File: src/sv/quadratic_root_solver_assert.svh
// assertion macros for the quadratic root solver
`ifndef QUADRATIC_ROOT_SOLVER_ASSERT_SVH
`define QUADRATIC_ROOT_SOLVER_ASSERT_SVH

// property must hold on every clock edge out of reset
`define QRS_ASSERT(label, prop, msg) \
   label: assert property (@(posedge clock) disable iff (reset) (prop)) \
      else $error(msg);

// prop must hold in the cycle after cond (implication)
`define QRS_ASSERT_NEXT(label, cond, prop, msg) \
   label: assert property (@(posedge clock) disable iff (reset) (cond) |=> (prop)) \
      else $error(msg);

`endif

File: src/sv/qrs_pkg.sv
`timescale 1ns / 1ps
`default_nettype none
package qrs_pkg;
   localparam int COEF_W   = 16;
   localparam int FRAC_W   = 16;
   localparam int ROOT_W   = 40;
   // discriminant magnitude fits in 2*COEF_W+2 bits, signed one more
   localparam int DISC_W   = 2 * COEF_W + 3;
   // square root result: integer part COEF_W+1 bits plus fraction
   localparam int SQRT_W   = COEF_W + 1 + FRAC_W;
   localparam int SQRT_N   = SQRT_W;
   // dividend: (-b*2^F +- s), divisor 2a
   localparam int NUM_W    = COEF_W + FRAC_W + 3;
   localparam int DEN_W    = COEF_W + 2;
   localparam int QUO_W    = NUM_W;
   localparam int DIV_N    = NUM_W;
   localparam int REM_W    = DEN_W + 1;

   // saturation bounds of the root fields
   localparam logic signed [63:0] ROOT_MAX_V = (64'sd1 <<< (ROOT_W - 1)) - 64'sd1;
   localparam logic signed [63:0] ROOT_MIN_V = -ROOT_MAX_V - 64'sd1;

   localparam logic [2:0] KIND_ALL    = 3'd0;
   localparam logic [2:0] KIND_NONE   = 3'd1;
   localparam logic [2:0] KIND_LINEAR = 3'd2;
   localparam logic [2:0] KIND_DOUBLE = 3'd3;
   localparam logic [2:0] KIND_TWO    = 3'd4;
   localparam logic [2:0] KIND_COMPLEX = 3'd5;

   typedef struct packed {
      logic signed [COEF_W-1:0] coef_a;
      logic signed [COEF_W-1:0] coef_b;
      logic signed [COEF_W-1:0] coef_c;
   } req_type;

   typedef struct packed {
      logic [2:0]               kind;
      logic signed [ROOT_W-1:0] root_first;
      logic signed [ROOT_W-1:0] root_second;
   } rsp_type;

   // tag that rides with the equation down the chain
   typedef struct packed {
      logic [2:0]              kind;
      logic                    neg;  // quotient sign
      logic [NUM_W-1:0]        mag1;
      logic [NUM_W-1:0]        mag2;
      logic                    neg2;
      logic [DEN_W-1:0]        den;
   } tag_type;

   function automatic logic signed [ROOT_W-1:0] sat_root(input logic neg,
                                                         input logic [QUO_W-1:0] mag);
      logic signed [63:0] v;
      begin
         v = neg ? -$signed(64'(mag)) : $signed(64'(mag));
         if (v > ROOT_MAX_V)
            sat_root = ROOT_MAX_V[ROOT_W-1:0];
         else if (v < ROOT_MIN_V)
            sat_root = ROOT_MIN_V[ROOT_W-1:0];
         else
            sat_root = v[ROOT_W-1:0];
      end
   endfunction
endpackage
`default_nettype wire

File: src/sv/qrs_div_cell.sv
`timescale 1ns / 1ps
`default_nettype none
// one quotient bit for each of the two dividends per cell
module qrs_div_cell import qrs_pkg::*; (
   input  wire logic             clock,
   input  wire logic             reset,
   input  wire logic             enable,
   input  wire logic             valid_in,
   input  wire tag_type          tag_in,
   input  wire logic [REM_W-1:0] rem1_in,
   input  wire logic [REM_W-1:0] rem2_in,
   output logic                  valid_out,
   output tag_type               tag_out,
   output logic [REM_W-1:0]      rem1_out,
   output logic [REM_W-1:0]      rem2_out
);
   logic [REM_W-1:0] s1, s2, dext;
   logic             t1, t2;
   tag_type          tag_v;
   logic             valid_ff;
   tag_type          tag_ff;
   logic [REM_W-1:0] rem1_ff, rem2_ff;

   always_comb begin
      dext = {1'b0, tag_in.den};
      s1 = {rem1_in[REM_W-2:0], tag_in.mag1[NUM_W-1]};
      s2 = {rem2_in[REM_W-2:0], tag_in.mag2[NUM_W-1]};
      t1 = s1 >= dext;
      t2 = s2 >= dext;
      tag_v = tag_in;
      // dividend shifts out the top, quotient bits come in at the bottom
      tag_v.mag1 = {tag_in.mag1[NUM_W-2:0], t1};
      tag_v.mag2 = {tag_in.mag2[NUM_W-2:0], t2};
   end

   always_ff @(posedge clock) begin
      if (reset) begin
         valid_ff <= 1'b0;
      end else if (enable) begin
         valid_ff <= valid_in;
      end
      if (enable) begin
         tag_ff  <= tag_v;
         rem1_ff <= t1 ? s1 - dext : s1;
         rem2_ff <= t2 ? s2 - dext : s2;
      end
   end

   assign valid_out = valid_ff;
   assign tag_out   = tag_ff;
   assign rem1_out  = rem1_ff;
   assign rem2_out  = rem2_ff;
endmodule
`default_nettype wire
File: config.mk
export PLATFORM = sky130hd
export DESIGN_NAME = qrs_div_cell
export DESIGN_NICKNAME = d
export VERILOG_FILES = /design/src/sv/quadratic_root_solver_assert.svh /design/src/sv/qrs_pkg.sv /design/src/sv/qrs_div_cell.sv
export SDC_FILE = /design/constraint.sdc
export NUM_CORES = 1
export LEC_CHECK = 0
export ABC_CLOCK_PERIOD_IN_PS = 8450
export BUFFER_PORTS_ARGS = -buffer_cell sky130_fd_sc_hd__buf_2
export CAP_MARGIN = 30
export CORE_MARGIN = 2
export CORE_UTILIZATION = 54
export CTS_BUF_LIST = sky130_fd_sc_hd__clkbuf_8
export CTS_CLUSTER_DIAMETER = 50
export DETAILED_ROUTE_END_ITERATION = 8
export GPL_ROUTABILITY_DRIVEN = 0
export HOLD_SLACK_MARGIN = 0.06
export PLACE_DENSITY = 0.88
export RECOVER_POWER = 50
export SLEW_MARGIN = 25
export SYNTH_ARGS = -nofsm -noshare
export SYNTH_HDL_FRONTEND = slang
export SYNTH_SLANG_ARGS = --single-unit
File: constraint.sdc
create_clock -name clock -period 8.45 [get_ports clock]
set_input_delay 0.845 -clock clock [delete_from_list [all_inputs] [get_ports clock]]
set_output_delay 0.845 -clock clock [all_outputs]
set_load 0.005 [all_outputs]
* After elaboration in Yosys (flattened, before gate mapping)
Index checks and enable logic that the tools add are counted.
Cells by class: add/sub/neg operators 2, order comparisons 2, muxes and demuxes 2
Operator list (count):
- greater-or-equal comparator 19 x 18 -> 1 bit | 2
- 2-to-1 mux 19 bit | 2
- subtractor 19 x 18 -> 19 bit | 2
Word-level totals: bits in registers 132, output and inout port bits 132, logic and storage cells 15

* Depth between registers and ports, before layout
word-level depth 2, gate-level depth with buffers 12, gate-level depth less buffers 10

* Least setup slack after synthesis
Ideal clock, no wire load.
kind input to register, start point input port tag_in[1] in the netlist's numbering, end point register rem1_ff[12], in the netlist rem1_out[12] (data pin), arrival 3.036 ns, slack 5.154 ns, stages 11, buffers on the path 3, cell sequence inv_1 -> ha_1 -> nor2b_1 -> o31a_1 -> o21ai_0 -> a21o_1 -> clkbuf_1 -> and2_1 -> buf_6 -> buf_12 -> mux2_4
Between the ends: cells in the longest elaborated chain, start to end 2
RTL lines:
- from (decl) | line qrs_div_cell.sv:9 | input wire tag_type tag_in,
- subtractor 19 x 18 -> 19 bit / greater-or-equal comparator 19 x 18 -> 1 bit (equally long branches) | line qrs_div_cell.sv:44, qrs_div_cell.sv:28
- 2-to-1 mux 19 bit * | line qrs_div_cell.sv:44 | rem1_ff <= t1 ? s1 - dext : s1;
- to (signal assigned) | line qrs_div_cell.sv:44
- to (decl) | line qrs_div_cell.sv:22 | logic [REM_W-1:0] rem1_ff, rem2_ff;
Mark *: on every way between the ends. The rest lies on a longest branch, timed or not. A chain may end at the register's enable or synchronous reset.

==> metrics <==
detailed router's first-iteration violation count=~560; Bufs and invs on worst path=2; Inserted Clock Buffers=17; Yosys top cell by area=edfxtp_1; sequence of cells on the critical path=clkbuf_1 > buf_4 > mux2i_1 > nor2_1; IR Drop Worst-Case VDD=0.0997 mV; kind of capture point of the worst setup path=flip-flop; number of buffers on the longest clock path=2; number of instances in the synthesized netlist=483; register bit total from synthesis=132; wire length of the first global-routing pass=between 20000 and 30000 um; Least-Margin Pin Slew=between 4000 and 5000 ps; number of buffers inserted for hold repair after clock tree synthesis=0; required arrival time at the worst endpoint=between 8000 and 9000 ps; most frequently used flop master after synthesis=edfxtp_1; critical path depth=4; fraction of final layout cells with drive strength greater than 1=around two fifths; floorplan die width=roughly 110 um; switching part of the total=about a quarter; count of synthesis-stage warnings from yosys=0; number of buffer cells added on primary ports=264; Total Nets Final=929; antenna-violating nets left=0; worst hold path depth=2; average instance area after synthesis=roughly 13 um^2; placeable core area=11900 um^2; status=complete, but fails checks; sequential element share of the synthesized area=around 61%; total power per unit cell area=~210 nW/um^2; area added between synthesis and finish=28.3%; Clk pin slew, worst setup/hold paths=about 80 ps; Overflow after GRT=0; number of synthesized flops with an enable pin=131; wire length per cell=a little under 20 um; clock tree from TritonCTS=done; depth of the most critical reg-to-reg path=2; number of search-and-repair iterations in the first detailed-routing pass=5; largest net degree at the start of global routing=78; standard cell with the maximum stage delay on the critical path=clkbuf_1; startpoint kind of the worst setup timing path=input port; crit-path max cell delay=between 2000 and 3000 ps; number of placed I/O pins=approximately 270; total negative slack=0 ps; sum of net half-perimeters after detailed placement=~14000 um; drt via density=5.62; leading post-synthesis cells by cell area=edfxtp_1, ha_1, mux2_2, a21oi_1, xnor2_1; violations in the final reports=capacitance limit, slew limit; share of synthesized flip-flops with an asynchronous set or reset=0%; number of remaining DRC errors=0; number of endpoints with negative hold slack in the final report=0; data arrival time at the worst-slack endpoint=just under 5000 ps; Comb pwr share=19.0%; Post-CTS Resized=0; effective utilization at floorplan=between 50% and 60%; Synthesized Nets=656; Tightest Hold Check Type=reg2reg; vias in the first global route=around 5000; peak fanout along the critical path=77; final worst-path cycle share=a little over half; critical path class=in2reg; mapped cell area=6500 um^2; clock latency reported for the late side of the worst-skew pair=440 ps; final design instance area without fill=~8300 um^2; overall power after layout=1.74 mW; largest clock skew in the final design=0 ps; final-report max-slew violation count=78; cell internal pwr=roughly 1.3 mW; number of unique standard cell types used by synthesis=between 60 and 70; slew margin rel.=-172%; sinks on the clock net=132; clock root cell=clkbuf_8; timing-limited maximum frequency=between 200 and 250 MHz; clock period minus final worst setup slack=~4600 ps; unrepaired setup endpoints after global routing=no; H-Tree Depth=4; die height=around 110 um; Fin Hold WS=between 500 and 600 ps; Max-cap violations=1; Via Count=between 5000 and 6000; Die ar.=12900 um^2; All-Layer GR Usage=between 20% and 30%; Sequential Power Share=between 40% and 50%; final routed wirelength across all metal layers=~18000 um; number of setup violations in the final report=0; area share of the largest cell type after synthesis=between 60% and 70%; net switching component of the power=460 uW; post-detailed-placement cell area=roughly 7900 um^2; post-CTS setup buffer count=0; # rows=40; Leakage=3.57 nW; power share of the clock group=34.0%; initial antenna violation count=2; CP delay by family, top=buffers and inverters
final timing paths:
| kind | from | to | slack [ps] |
|---|---|---|---|
| setup reg to reg | valid_out$_SDFFE_PP0P_ | valid_out$_SDFFE_PP0P_ | 7830 |
| hold / removal | valid_out$_SDFFE_PP0P_ | valid_out$_SDFFE_PP0P_ | 550 |
| setup / recovery | enable | valid_out$_SDFFE_PP0P_ | 3820 |
| hold reg to reg | valid_out$_SDFFE_PP0P_ | valid_out$_SDFFE_PP0P_ | 550 |
power by group through the flow:
| stage | Sequential, mW | Clock, mW | Combinational [mW] |
|---|---|---|---|
| after CTS | 0.816 | 0.599 | 0.332 |
| after global placement | 0.828 | 0 | 0.319 |
| after floorplan | 0.840 | 0 | 0.169 |
| final | 0.818 | 0.590 | 0.330 |
| after detailed placement | 0.830 | 0 | 0.329 |
| after global routing | 0.824 | 0.621 | 0.361 |
through the flow:
step	util (%)	instances	worst slack (ps)
3_3_place_gp	66.9	884	4410
2_1_floorplan	-	483	5150
3_5_place_dp	66.9	884	4430
6_report	70.2	916	3820
5_1_grt	70.2	916	3430
4_1_cts	70.6	915	4890
worst min-delay path, cell delays in order, from the launching register on:
cell and delay (ps):
dfxtp_1 320, mux2i_1 130, nor2_1 70
registers in the layout, indices dropped and copies added (netlist names):
| name | count |
|---|---|
| tag_out | 93 |
| rem2_out | 19 |
| rem1_out | 19 |
| valid_out | 1 |
cells by family (layout without fill, tap and decap cells):
group,after synthesis,count (layout),share of synthesized area [%]
buf+inv,43,328,3.06
xor+xnor,21,21,2.83
flops,132,132,60.9
other cells,0,1,0
compound gates,118,118,12.6
simple gates,100,100,7.72
mux,31,31,5.35
fa+ha+maj,38,38,7.55
synth_stat cells, types with 5 or more instances:
library cell,n
nand2_1,20
a211oi_1,5
nor2b_1,7
inv_1,32
xor2_1,6
a21oi_1,31
o31ai_1,5
o21a_1,8
edfxtp_1,131
nor2_1,27
ha_1,36
xnor2_1,15
nand3_1,18
mux2_2,26
a21o_1,10
o21ai_0,22
clkbuf_1,5
per-layer routing:
metal | track usage (%) | up-vias | routed length (um)
met5 | 0 | - | 13
met4 | 13.1 | 2 | 724
met3 | 10.8 | 48 | 1880
met2 | 44.2 | 258 | 8670
met1 | 30.4 | 2427 | 6570
li1 | - | 2409 | -
final cells by class:
class	count	area, um^2
sequential	132	3950
inverter	32	120
timing repair buffer	265	1290
fill	843	3530
tap	147	184
multi-input combinational	308	2340
antenna	1	2.50
clock inverter	14	203
clock buffer	17	234
cells in the final DEF (no fill, tap or decap), drive strengths merged, types with 3 or more instances in the layout:
cell      netlist  final
xor2            6      6
nand4           4      4
clkinv          0      4
a21oi          32     32
ha             36     36
mux2           27     27
nor2b           7      7
nor3            3      3
inv            32     35
o21a            8      8
a21o           11     11
xnor2          15     15
clkinvlp        0      3
o21bai          3      3
o31ai           6      6
nor2           27     27
a21boi          3      3
edfxtp        131    131
clkbuf          7     47
a211oi          5      5
o21ai          22     22
nand3          18     18
bufinv          0      4
and2            3      3
mux2i           4      4
buf             4    235
and3            3      3
nand2          21     21
o31a            4      4
Note: power is estimated with default switching activity, not from simulation.
