[src/sv/quadratic_root_solver_assert.svh]
// assertion macros for the quadratic root solver
`ifndef QUADRATIC_ROOT_SOLVER_ASSERT_SVH
`define QUADRATIC_ROOT_SOLVER_ASSERT_SVH

// property must hold on every clock edge out of reset
`define QRS_ASSERT(label, prop, msg) \
   label: assert property (@(posedge clock) disable iff (reset) (prop)) \
      else $error(msg);

// prop must hold in the cycle after cond (implication)
`define QRS_ASSERT_NEXT(label, cond, prop, msg) \
   label: assert property (@(posedge clock) disable iff (reset) (cond) |=> (prop)) \
      else $error(msg);

`endif

[src/sv/qrs_pkg.sv]
`timescale 1ns / 1ps
`default_nettype none
package qrs_pkg;
   localparam int COEF_W   = 16;
   localparam int FRAC_W   = 16;
   localparam int ROOT_W   = 40;
   // discriminant magnitude fits in 2*COEF_W+2 bits, signed one more
   localparam int DISC_W   = 2 * COEF_W + 3;
   // square root result: integer part COEF_W+1 bits plus fraction
   localparam int SQRT_W   = COEF_W + 1 + FRAC_W;
   localparam int SQRT_N   = SQRT_W;
   // dividend: (-b*2^F +- s), divisor 2a
   localparam int NUM_W    = COEF_W + FRAC_W + 3;
   localparam int DEN_W    = COEF_W + 2;
   localparam int QUO_W    = NUM_W;
   localparam int DIV_N    = NUM_W;
   localparam int REM_W    = DEN_W + 1;

   // saturation bounds of the root fields
   localparam logic signed [63:0] ROOT_MAX_V = (64'sd1 <<< (ROOT_W - 1)) - 64'sd1;
   localparam logic signed [63:0] ROOT_MIN_V = -ROOT_MAX_V - 64'sd1;

   localparam logic [2:0] KIND_ALL    = 3'd0;
   localparam logic [2:0] KIND_NONE   = 3'd1;
   localparam logic [2:0] KIND_LINEAR = 3'd2;
   localparam logic [2:0] KIND_DOUBLE = 3'd3;
   localparam logic [2:0] KIND_TWO    = 3'd4;
   localparam logic [2:0] KIND_COMPLEX = 3'd5;

   typedef struct packed {
      logic signed [COEF_W-1:0] coef_a;
      logic signed [COEF_W-1:0] coef_b;
      logic signed [COEF_W-1:0] coef_c;
   } req_type;

   typedef struct packed {
      logic [2:0]               kind;
      logic signed [ROOT_W-1:0] root_first;
      logic signed [ROOT_W-1:0] root_second;
   } rsp_type;

   // tag that rides with the equation down the chain
   typedef struct packed {
      logic [2:0]              kind;
      logic                    neg;  // quotient sign
      logic [NUM_W-1:0]        mag1;
      logic [NUM_W-1:0]        mag2;
      logic                    neg2;
      logic [DEN_W-1:0]        den;
   } tag_type;

   function automatic logic signed [ROOT_W-1:0] sat_root(input logic neg,
                                                         input logic [QUO_W-1:0] mag);
      logic signed [63:0] v;
      begin
         v = neg ? -$signed(64'(mag)) : $signed(64'(mag));
         if (v > ROOT_MAX_V)
            sat_root = ROOT_MAX_V[ROOT_W-1:0];
         else if (v < ROOT_MIN_V)
            sat_root = ROOT_MIN_V[ROOT_W-1:0];
         else
            sat_root = v[ROOT_W-1:0];
      end
   endfunction
endpackage
`default_nettype wire

[src/sv/qrs_sqrt_cell.sv]
`timescale 1ns / 1ps
`default_nettype none
// one digit of the restoring square root per cell
module qrs_sqrt_cell import qrs_pkg::*; (
   input  wire logic              clock,
   input  wire logic              reset,
   input  wire logic              enable,
   input  wire logic              valid_in,
   input  wire logic [1:0]        pair_in,
   input  wire logic [SQRT_W+1:0] rem_in,
   input  wire logic [SQRT_W-1:0] root_in,
   input  wire logic [2*SQRT_W-1:0] rest_in,
   input  wire tag_type           tag_in,
   input  wire logic              busy_in,
   output logic                   valid_out,
   output logic [SQRT_W+1:0]      rem_out,
   output logic [SQRT_W-1:0]      root_out,
   output logic [2*SQRT_W-1:0]    rest_out,
   output tag_type                tag_out,
   output logic                   busy_out
);
   logic [SQRT_W+1:0] rem_sh;
   logic [SQRT_W+1:0] trial;
   logic              take;
   logic [SQRT_W+1:0] rem_in_v;
   logic [SQRT_W-1:0] root_in_v;
   logic              valid_ff;
   logic [SQRT_W+1:0] rem_ff;
   logic [SQRT_W-1:0] root_ff;
   logic [2*SQRT_W-1:0] rest_ff;
   tag_type           tag_ff;
   logic              busy_ff;

   always_comb begin
      rem_sh    = {rem_in[SQRT_W-1:0], pair_in};
      trial     = {root_in, 2'b01};
      take      = busy_in && (rem_sh >= trial);
      rem_in_v  = take ? rem_sh - trial : rem_sh;
      root_in_v = {root_in[SQRT_W-2:0], take};
   end

   always_ff @(posedge clock) begin
      if (reset) begin
         valid_ff <= 1'b0;
      end else if (enable) begin
         valid_ff <= valid_in;
      end
      if (enable) begin
         rem_ff  <= rem_in_v;
         root_ff <= root_in_v;
         rest_ff <= {rest_in[2*SQRT_W-3:0], 2'b00};
         tag_ff  <= tag_in;
         busy_ff <= busy_in;
      end
   end

   assign valid_out = valid_ff;
   assign rem_out   = rem_ff;
   assign root_out  = root_ff;
   assign rest_out  = rest_ff;
   assign tag_out   = tag_ff;
   assign busy_out  = busy_ff;
endmodule
`default_nettype wire

[config.mk]
export PLATFORM = sky130hd
export DESIGN_NAME = qrs_sqrt_cell
export DESIGN_NICKNAME = d
export VERILOG_FILES = /design/src/sv/quadratic_root_solver_assert.svh /design/src/sv/qrs_pkg.sv /design/src/sv/qrs_sqrt_cell.sv
export SDC_FILE = /design/constraint.sdc
export NUM_CORES = 1
export LEC_CHECK = 0
export BUFFER_PORTS_ARGS = -buffer_cell sky130_fd_sc_hd__buf_4
export CORE_AREA = 3 3 178 180
export DETAILED_ROUTE_END_ITERATION = 16
export DIE_AREA = 0 0 181 183
export PLACE_DENSITY = 0.59
export SYNTH_ARGS = -nofsm -noshare
export SYNTH_HDL_FRONTEND = slang
export SYNTH_SLANG_ARGS = --single-unit
[constraint.sdc]
create_clock -name clock -period 9.91 [get_ports clock]
set_input_delay 0.991 -clock clock [delete_from_list [all_inputs] [get_ports clock]]
set_output_delay 0.991 -clock clock [all_outputs]
set_load 0.01 [all_outputs]
; After elaboration in Yosys (flattened, before gate mapping)
; Index checks and enable logic that the tools add are counted.
[word_totals]
reg_bits = 227
inputBits = 234
output_inout_bits = 229
word_cells = 15
[classes]
addsub = 1
magnitude_cmp = 1
muxes = 1
n_reduce_logical = 1
[ops]
columns = operator, n
row1 = $ge 35x35->1, 1
row2 = $mux 35, 1
row3 = $sub 35x35->35, 1
row4 = $logic_and 1x1->1, 1

; Longest topological paths before layout
; Gate-level depths: netlist of run 1.
[depth]
depth_word = 3
mapped_depth = 12
ltp_nobuf = 11

; Worst setup path after synthesis of run 1
; OpenSTA, ideal clock, no wires.
[synth_path]
path_kind = input to register
start = input port root_in[0]
end = register rem_ff[10] (netlist: rem_out[10]), data pin
setup_time_ps = 260
arrival_ps = 3594
t_required_ps = 9650
path_slack_ps = 6056
path_stages = 12
path_buffers = 1
cell_sequence = inv_1 > ha_1 > o21ai_1 > o211a_1 > nor2_2 > a31oi_2 > o21ai_4 > a31oi_4 > or4_4 > a31oi_4 > buf_12 > mux2_4
[synth_between]
elab_chain_cells = 3
elab_cells_between_ends = 4
cone_classes = 1 x add/sub / 1 x order compare / 1 x mux / 1 x reduce/logical
[synth_lines]
columns = item, line_no
row1 = from (decl), qrs_sqrt_cell.sv:11  ; input wire logic [SQRT_W-1:0] root_in,
row2 = $ge 35x35->1, qrs_sqrt_cell.sv:37  ; take = busy_in && (rem_sh >= trial);
row3 = $logic_and 1x1->1, qrs_sqrt_cell.sv:37
row4 = $mux 35 (*), qrs_sqrt_cell.sv:38  ; rem_in_v = take ? rem_sh - trial : rem_sh;
row5 = via rem_in_v[10], qrs_sqrt_cell.sv:25  ; logic [SQRT_W+1:0] rem_in_v;
row6 = to (signal assigned), qrs_sqrt_cell.sv:49  ; rem_ff <= rem_in_v;
row7 = to (decl), qrs_sqrt_cell.sv:28  ; logic [SQRT_W+1:0] rem_ff;
; The timed path passes the listed nets; every way through them passes the cells marked *.
; A chain may end at the register's enable or synchronous reset.

; Worst setup path in the final report of run 1
[layout_path]
start = input port root_in[0]
end = register rem_ff[4] (netlist: rem_out[4]), data pin
; Same word-level chain as after synthesis.

==> results of run 1 <==
## sequential cells by signal, summed over array words and instances (netlist names)
| register | cells |
|---|---|
| busy_out | 1 |
| rest_out | 64 |
| root_out | 33 |
| valid_out | 1 |
| rem_out | 35 |
| tag_out | 93 |
## power by group
group / internal [uW] / switching, uW
clock: 545 / 372
combinational: 233 / 211
sequential: 1150 / 22.3
## synthesized netlist by cell type, drive strengths merged (2+ instances only)
cell and count:
xnor2 23, nand2 16, and4 2, clkbuf 5, buf 5, a21oi 34, ha 35, nor3 2
nand4 5, a31oi 10, mux2i 4, o21ai 17, edfxtp 226, xor2 8, or2 3, inv 42
o211ai 2, nor3b 3, nor2 17, a21o 21, and2 4, mux2 32, a21boi 5, o21bai 2
a211o 2, and3 6, o21a 4, nand3 7
## through the flow
stage | instance area (um^2) | hold WS, ps | utilization [%] | total power [uW] | cells
finish | 14070 | 520.8 | 46.36 | 2535 | 1457
global route | 14070 | 556.2 | 46.36 | 2650 | 1457
CTS | 14070 | 522.2 | 46.35 | 2576 | 1456
detailed placement | 13250 | 508.0 | 43.66 | 1643 | 1408
global placement | 13250 | 479.9 | 43.66 | 1636 | 1408
floorplan | 9395 | 527.9 | - | 1384 | 563
## layer usage
layer / GRT usage, % / share of wire (%)
met1: 19.61 / 38
met4: 3.931 / 1.8
met3: 5.791 / 8.9
met2: 29.75 / 51
met5: 0 / 0.15
## worst max path at each step
stage / start / to / slack (ps) / cells after the start
after floorplan: root_in[0] / rem_out[10]$_DFFE_PP_ / 6060 / 12
after global placement: root_in[0] / rem_out[5]$_DFFE_PP_ / 4870 / 13
after detailed placement: root_in[0] / rem_out[2]$_DFFE_PP_ / 4890 / 13
after CTS: root_in[0] / rem_out[4]$_DFFE_PP_ / 5400 / 13
after global routing: root_in[0] / rem_out[4]$_DFFE_PP_ / 5230 / 13
final: root_in[0] / rem_out[4]$_DFFE_PP_ / 5470 / 13
## kinds of logic after synthesis
kind of cell / Yosys count
AO/OA/AOI/OAI: 108
XOR/XNOR: 31
adder cells (fa/ha/maj): 35
buffers and inverters: 52
flip-flops: 227
multiplexers: 36
other: 1
AND/OR/NAND/NOR: 72
## critical path: cells and delay by family
family	cells	cell delay, ps
simple gates	2	660
buf+inv	3	610
mux	1	390
compound gates	6	1660
fa+ha+maj	1	350
## cell type report
type / count / area, um^2
tap: 396 / 495.5
clock inverter: 16 / 122.6
timing repair buffer: 459 / 3453
multi-input combinational: 284 / 2337
antenna: 1 / 2.502
inverter: 42 / 157.7
sequential: 227 / 6807
clock buffer: 32 / 694.4
fill: 2758 / 16280
==> impl_results.md, run 1 <==
- Wirelength, routed: 29.70 mm
- Prevailing post-synth register cell: edfxtp_1
- Xor/xnor share of the synthesized area: 2.891%
- Row count: 64
- Hold Buf Count CTS: 0
- Largest family of logic cells by synthesized area: compound AO/OA/AOI/OAI gates
- First-pass GRT wire length: 42.29 mm
- DIE AREA: 0.03312 mm^2
- Via density: 4.550
- Drt drc: 0
- GP Congestion: 0.8117
- Post-synthesis mux area share: 5.302%
- Starting DRC count in detailed routing: 222
- Synthesized-area fraction occupied by and/or/nand/nor cells: 4.050%
- Yosys warning total: 0
- Syn_area_per_cell: 16.71 um^2
- CP arrival: 4700 ps
- Via count: 6629
- CTS buffer count: 26
- Max-cap check violation count: 0
- Initial Util: 30.94%
- Slew @ Worst Pin: 916.8 ps
- Clk buf depth: 3
- Synth top area share: 72.26%
- Hold depth: 2
- Fin Setup TNS: 0 ps
- R2r setup slk: 9320 ps
- Post-DRT Antenna Nets: 0
- Synthesized instance count: 562
- Seq/Total Area, Yosys: 72.48%
- Worst Hold Endpoint: valid_out$_SDFFE_PP0P_
- Reg2reg start: valid_out$_SDFFE_PP0P_
- Nets@finish: 1309
- Post-synth EDFFs: 226
- Worst path cell trace: buf_4 -> inv_1 -> ha_1 -> o21ai_1 -> o211a_1 -> nor2_2 -> a31oi_2 -> o21ai_4 -> a31oi_4 -> or4_4 -> a31oi_4 -> buf_4 -> mux2_2
- Worst IR Drop VDD: 0.1252 mV
- Synth Area in Adders: 4.663%
- DPL Wire Length: 23.35 mm
- CTS resizes: 0
- Peak Freq: 225.3 MHz
- R2R depth: 2
- Post-layout min period: 4438 ps
- Die Width: 181 um
- Worst Path Required: 10180 ps
- CTS tree: built
- Most frequent cells in the layout: buf_4 (458), edfxtp_1 (226), inv_1 (42)
- CTS root buffer: clkbuf_16
- Crit-path max FO: 22
- Endpoints failing hold: 0
- Largest stage delay, worst path: 690 ps
- Average wire per standard cell: 20.39 um
- Crit Path Class: primary input to register
- Ranking of synthesized cells by area: edfxtp_1 (72%), ha_1 (4.7%), mux2_4 (4.2%)
- Dpl ws: 4888 ps
- RSZ-0062 raised after global routing: no
- Largest net degree at the start of global routing: 100
- Crit. End Element: register
- Commonest non-fill, non-tap cell in the layout: buf_4
- Pins Over Slew Limit: 0
- Io pins: 463
- Library cells used by synthesis: 56
- Status: complete, no violations
- Area Growth Syn to Fin: 49.81%
- Setup Viol. Count Final: 0
- Core Region: 0.03035 mm^2
- Max_slew headroom: 38.88%
- Clock skew after layout: 0 ps
- Hold Crit Start: valid_out$_SDFFE_PP0P_
- Ys async rst share: 0%
- Worst-path clk slew: 60 ps
- Ratio of cells with drive above 1 in the final layout: 50.66%
- Leak: 0.006139 uW
- Worst setup margin: 5472 ps
- Die H: 183 um
- Mapped Area: 0.009392 mm^2
- Post-synthesis register bit count: 227
- H-tree Lvls: 1
- Gr usage total: 16.74%
- Clock Latency Late Sink: 520 ps
- Cell type with the largest total area after synthesis: edfxtp_1
- Critical path's slowest cell: a31oi_4
- Vias in the first global route: 6708
- Post-CTS setup buffer count: 0
- TritonCTS Sinks: 227
- Startpoint Class: primary input
- TritonRoute pass-1 iters: 4
- Synth Area in Compound Gates: 7.900%
- Worst hold path class: register to register
- Final Cycle Share: 44.78%
- Reg2reg end: valid_out$_SDFFE_PP0P_
- Initial antenna violation count: 4
- Global route overflow: 0
- I/O Buffers: 456
- PwrDens: 180.2 mW/mm^2
No activity file was read; power rests on OpenSTA's default activity.
==> run 2: changes to the inputs <==
--- a/config.mk
+++ b/config.mk
@@ -5,11 +5,12 @@
 export SDC_FILE = /design/constraint.sdc
 export NUM_CORES = 1
 export LEC_CHECK = 0
+export ABC_AREA = 1
 export BUFFER_PORTS_ARGS = -buffer_cell sky130_fd_sc_hd__buf_4
-export CORE_AREA = 3 3 178 180
+export CORE_AREA = 3 3 177 179
 export DETAILED_ROUTE_END_ITERATION = 16
-export DIE_AREA = 0 0 181 183
-export PLACE_DENSITY = 0.59
+export DIE_AREA = 0 0 180 182
+export PLACE_DENSITY = 0.64
 export SYNTH_ARGS = -nofsm -noshare
 export SYNTH_HDL_FRONTEND = slang
 export SYNTH_SLANG_ARGS = --single-unit
==> constraint.sdc (replaced) <==
create_clock -name clock -period 3.6 [get_ports clock]
set_input_delay 0.36 -clock clock [delete_from_list [all_inputs] [get_ports clock]]
set_output_delay 0.36 -clock clock [all_outputs]
set_load 0.01 [all_outputs]
==> impl_results.md, run 2 <==
- Starting DRC count in detailed routing: 445 (was 222)
- DIE AREA: 0.03276 mm^2 (was 0.03312 mm^2)
- CP arrival: 2480 ps (was 4700 ps)
- Die H: 182 um (was 183 um)
- Prevailing post-synth register cell: edfxtp_1 (unchanged)
- Post-Layout Cell Count: 1891 (was 1457)
- Status: complete, no violations (unchanged)
- Max reg flops: 93 (unchanged)
- Row count: 63 (was 64)
- Worst IR Drop VDD: 0.2793 mV (was 0.1252 mV)
- DPL Wire Length: 25.92 mm (was 23.35 mm)
- CTS root buffer: clkbuf_16 (unchanged)
- Worst-path clk slew: 60 ps (about the same)
- Post-route cell area: 0.01562 mm^2 (was 0.01407 mm^2)
- Pins Over Slew Limit: 0 (unchanged)
- Ratio of cells with drive above 1 in the final layout: 35.05% (was 50.66%)
- TritonRoute pass-1 iters: 5 (was 4)
- Setup Viol. Count Final: 0 (unchanged)
- Largest net degree at the start of global routing: 99 (was 100)
- Worst hold path class: primary input to register (was register to register)
- Crit. End Element: register (unchanged)
- GP Congestion: 0.9049 (was 0.8117)
- Most frequent cells in the layout: buf_4 (456), nand2_1 (317), edfxtp_1 (226) (was buf_4 (458), edfxtp_1 (226), inv_1 (42))
- RSZ-0062 raised after global routing: no (unchanged)
- Most common cell in the netlist: nand2_1 (was edfxtp_1)
- TritonCTS Sinks: 227 (unchanged)
- Power Total: 7106 uW (was 2535 uW)
- Via count: 8493 (was 6629)
- Cells after DPL: 1764 (was 1408)
- Post-layout min period: 2109 ps
- Crit Path Class: primary input to register (unchanged)
- Clk buf depth: 3 (unchanged)
- CTS buffer count: 25 (was 26)
- Slew @ Worst Pin: 780.8 ps (was 916.8 ps)
- Post-place instance area: 0.01402 mm^2 (was 0.01325 mm^2)
- Post-synthesis register bit count: 227 (unchanged)
- PwrDens: 455.1 mW/mm^2 (was 180.2 mW/mm^2)
- Ranking of synthesized cells by area: edfxtp_1 (67%), nand2_1 (12%), inv_1 (5.1%) (was edfxtp_1 (72%), ha_1 (4.7%), mux2_4 (4.2%))
- Synthesized instance count: 923 (was 562)
- Seq/Total Area, Yosys: 67.28% (was 72.48%)
- Io pins: 463 (unchanged)
- Initial antenna violation count: 4 (unchanged)
- Yosys warning total: 0 (unchanged)
- Commonest non-fill, non-tap cell in the layout: buf_4 (unchanged)
- Max_slew headroom: 47.94% (was 38.88%)
- Peak Freq: 474.1 MHz
- Leak: 0.007472 uW (was 0.006139 uW)
- Clock skew after layout: 0 ps (unchanged)
- Endpoints failing hold: 0 (unchanged)
- Syn_area_per_cell: 10.96 um^2 (was 16.71 um^2)
- Wirelength, routed: 34.08 mm (was 29.70 mm)
- Initial Util: 34.04% (was 30.94%)
- Crit-path max FO: 35 (was 22)
- Post-synth EDFFs: 226 (unchanged)
- Drt drc: 0 (unchanged)
- Mapped Area: 0.01012 mm^2 (was 0.009392 mm^2)
- Average wire per standard cell: 18.02 um (was 20.39 um)
- Synth top area share: 67.08% (was 72.26%)
- H-tree Lvls: 1 (unchanged)
- Nets@finish: 1749 (was 1309)
- Ys async rst share: 0% (unchanged)
- CTS tree: built (unchanged)
- Die Width: 180 um (was 181 um)
- Final Cycle Share: 58.60%
- Clock Latency Late Sink: 510 ps (was 520 ps)
- Post-DRT Antenna Nets: 0 (unchanged)
- Startpoint Class: primary input (unchanged)
- I/O Buffers: 456 (unchanged)
- Area Growth Syn to Fin: 54.34% (was 49.81%)
- Library cells used by synthesis: 33 (was 56)
- Via density: 4.491 (was 4.550)
- Fin Setup TNS: 0 ps (unchanged)
- Global route overflow: 0 (unchanged)
- Cell type with the largest total area after synthesis: edfxtp_1 (unchanged)
- Vias in the first global route: 8640 (was 6708)
- Max-cap check violation count: 0 (unchanged)
- Core Region: 0.02972 mm^2 (was 0.03035 mm^2)
- Worst Path Required: 3970 ps (was 10180 ps)
- CTS resizes: 0 (unchanged)
- Gr usage total: 19.67% (was 16.74%)
- Fin util: 52.55% (was 46.36%)
- First-pass GRT wire length: 50.44 mm (was 42.29 mm)
- Synth top cells by count: nand2_1 (317), edfxtp_1 (226), inv_1 (137), nand3_1 (49), nor2_1 (45) (was edfxtp_1 (226), inv_1 (42), ha_1 (35), a21oi_1 (34), mux2_4 (26))
-- run 2: changes by cell type in the layout (fill, tap and decap cells not counted), sizes merged, moves of 10 or more --
cell	change
nor2	+35
a21o	-19
inv	+108
xnor2	-22
nand2	+309
mux2	-32
nand3	+44
o21ai	-11
dlygate4sd3	+79
a31oi	-10
-- run 2: repair_timing --
action,4_1_cts,5_1_grt
endpoints found under the hold margin,70,9
endpoints found under the setup margin,0,0
setup buffers,0,0
hold buffers,70,9
-- run 2: area by class of cell --
type | count | area [um^2]
Inverter | 149 | 559.3
Clock buffer | 28 | 636.9
Clock inverter | 17 | 161.4
Antenna cell | 3 | 7.507
Timing Repair Buffer | 538 | 4269
Fill cell | 2631 | 14100
Tap cell | 390 | 488.0
Multi-Input combinational cell | 539 | 2686
Sequential cell | 227 | 6807
-- run 2: kinds of logic after synthesis --
| family | count (synthesis) | synth area share (%) |
|---|---|---|
| AOI/OAI and AO/OA | 42 | 2.337 |
| muxes | 1 | 0.09894 |
| adders and majority gates | 35 | 4.328 |
| DFF | 227 | 67.28 |
| and+or+nand+nor | 441 | 18.15 |
| other | 1 | 0.03707 |
| xor gates and xnor gates | 18 | 1.558 |
| buffers and inverters | 158 | 6.208 |
-- run 2: through the flow --
step / hold WS [ps] / setup WS [ps]
detailed placement: 509.4 / 907.5
floorplan: 432.4 / 1529
global placement: 478.0 / 908.2
global route: -2.465 / 1238
CTS: 0.1784 / 1448
finish: 21.30 / 1491
-- run 2: metal layers --
metal  track usage, %  wire (um)
met1            22.47      12920
met2            34.07      17030
met3            6.230       2684
met4            8.478       1426
met5                0         13
-- run 2: worst paths after layout --
| path | startpoint | to | slack (ps) | cells after the start |
|---|---|---|---|---|
| setup / recovery | root_in[16] | rem_out[16]$_DFFE_PP_ | 1490 | 14 |
| hold / removal | rest_in[36] | rest_out[38]$_DFFE_PP_ | 20 | 1 |
| setup reg to reg | valid_out$_SDFFE_PP0P_ | valid_out$_SDFFE_PP0P_ | 3000 | 2 |
| hold reg to reg | valid_out$_SDFFE_PP0P_ | valid_out$_SDFFE_PP0P_ | 520 | 2 |
-- run 2: power by group --
group / switching [uW] / total (uW) / internal, uW / leakage (uW)
Combinational: 721 / 1370 / 646 / 0.00486
Clock: 1020 / 2510 / 1480 / 0.000389
Sequential: 65.8 / 3230 / 3170 / 0.00222
Total: 1810 / 7110 / 5300 / 0.00747
-- run 2: worst max-delay path, stage by stage --
cell and delay [ps]:
buf_4 110, inv_1 100, ha_1 290, nand2_1 120, inv_2 50, nand2_2 100
inv_1 50, a21oi_1 250, nand3_2 190, nand3_4 120, nand2_4 160, nand2_4 360
nand2_1 90, nand2_1 100
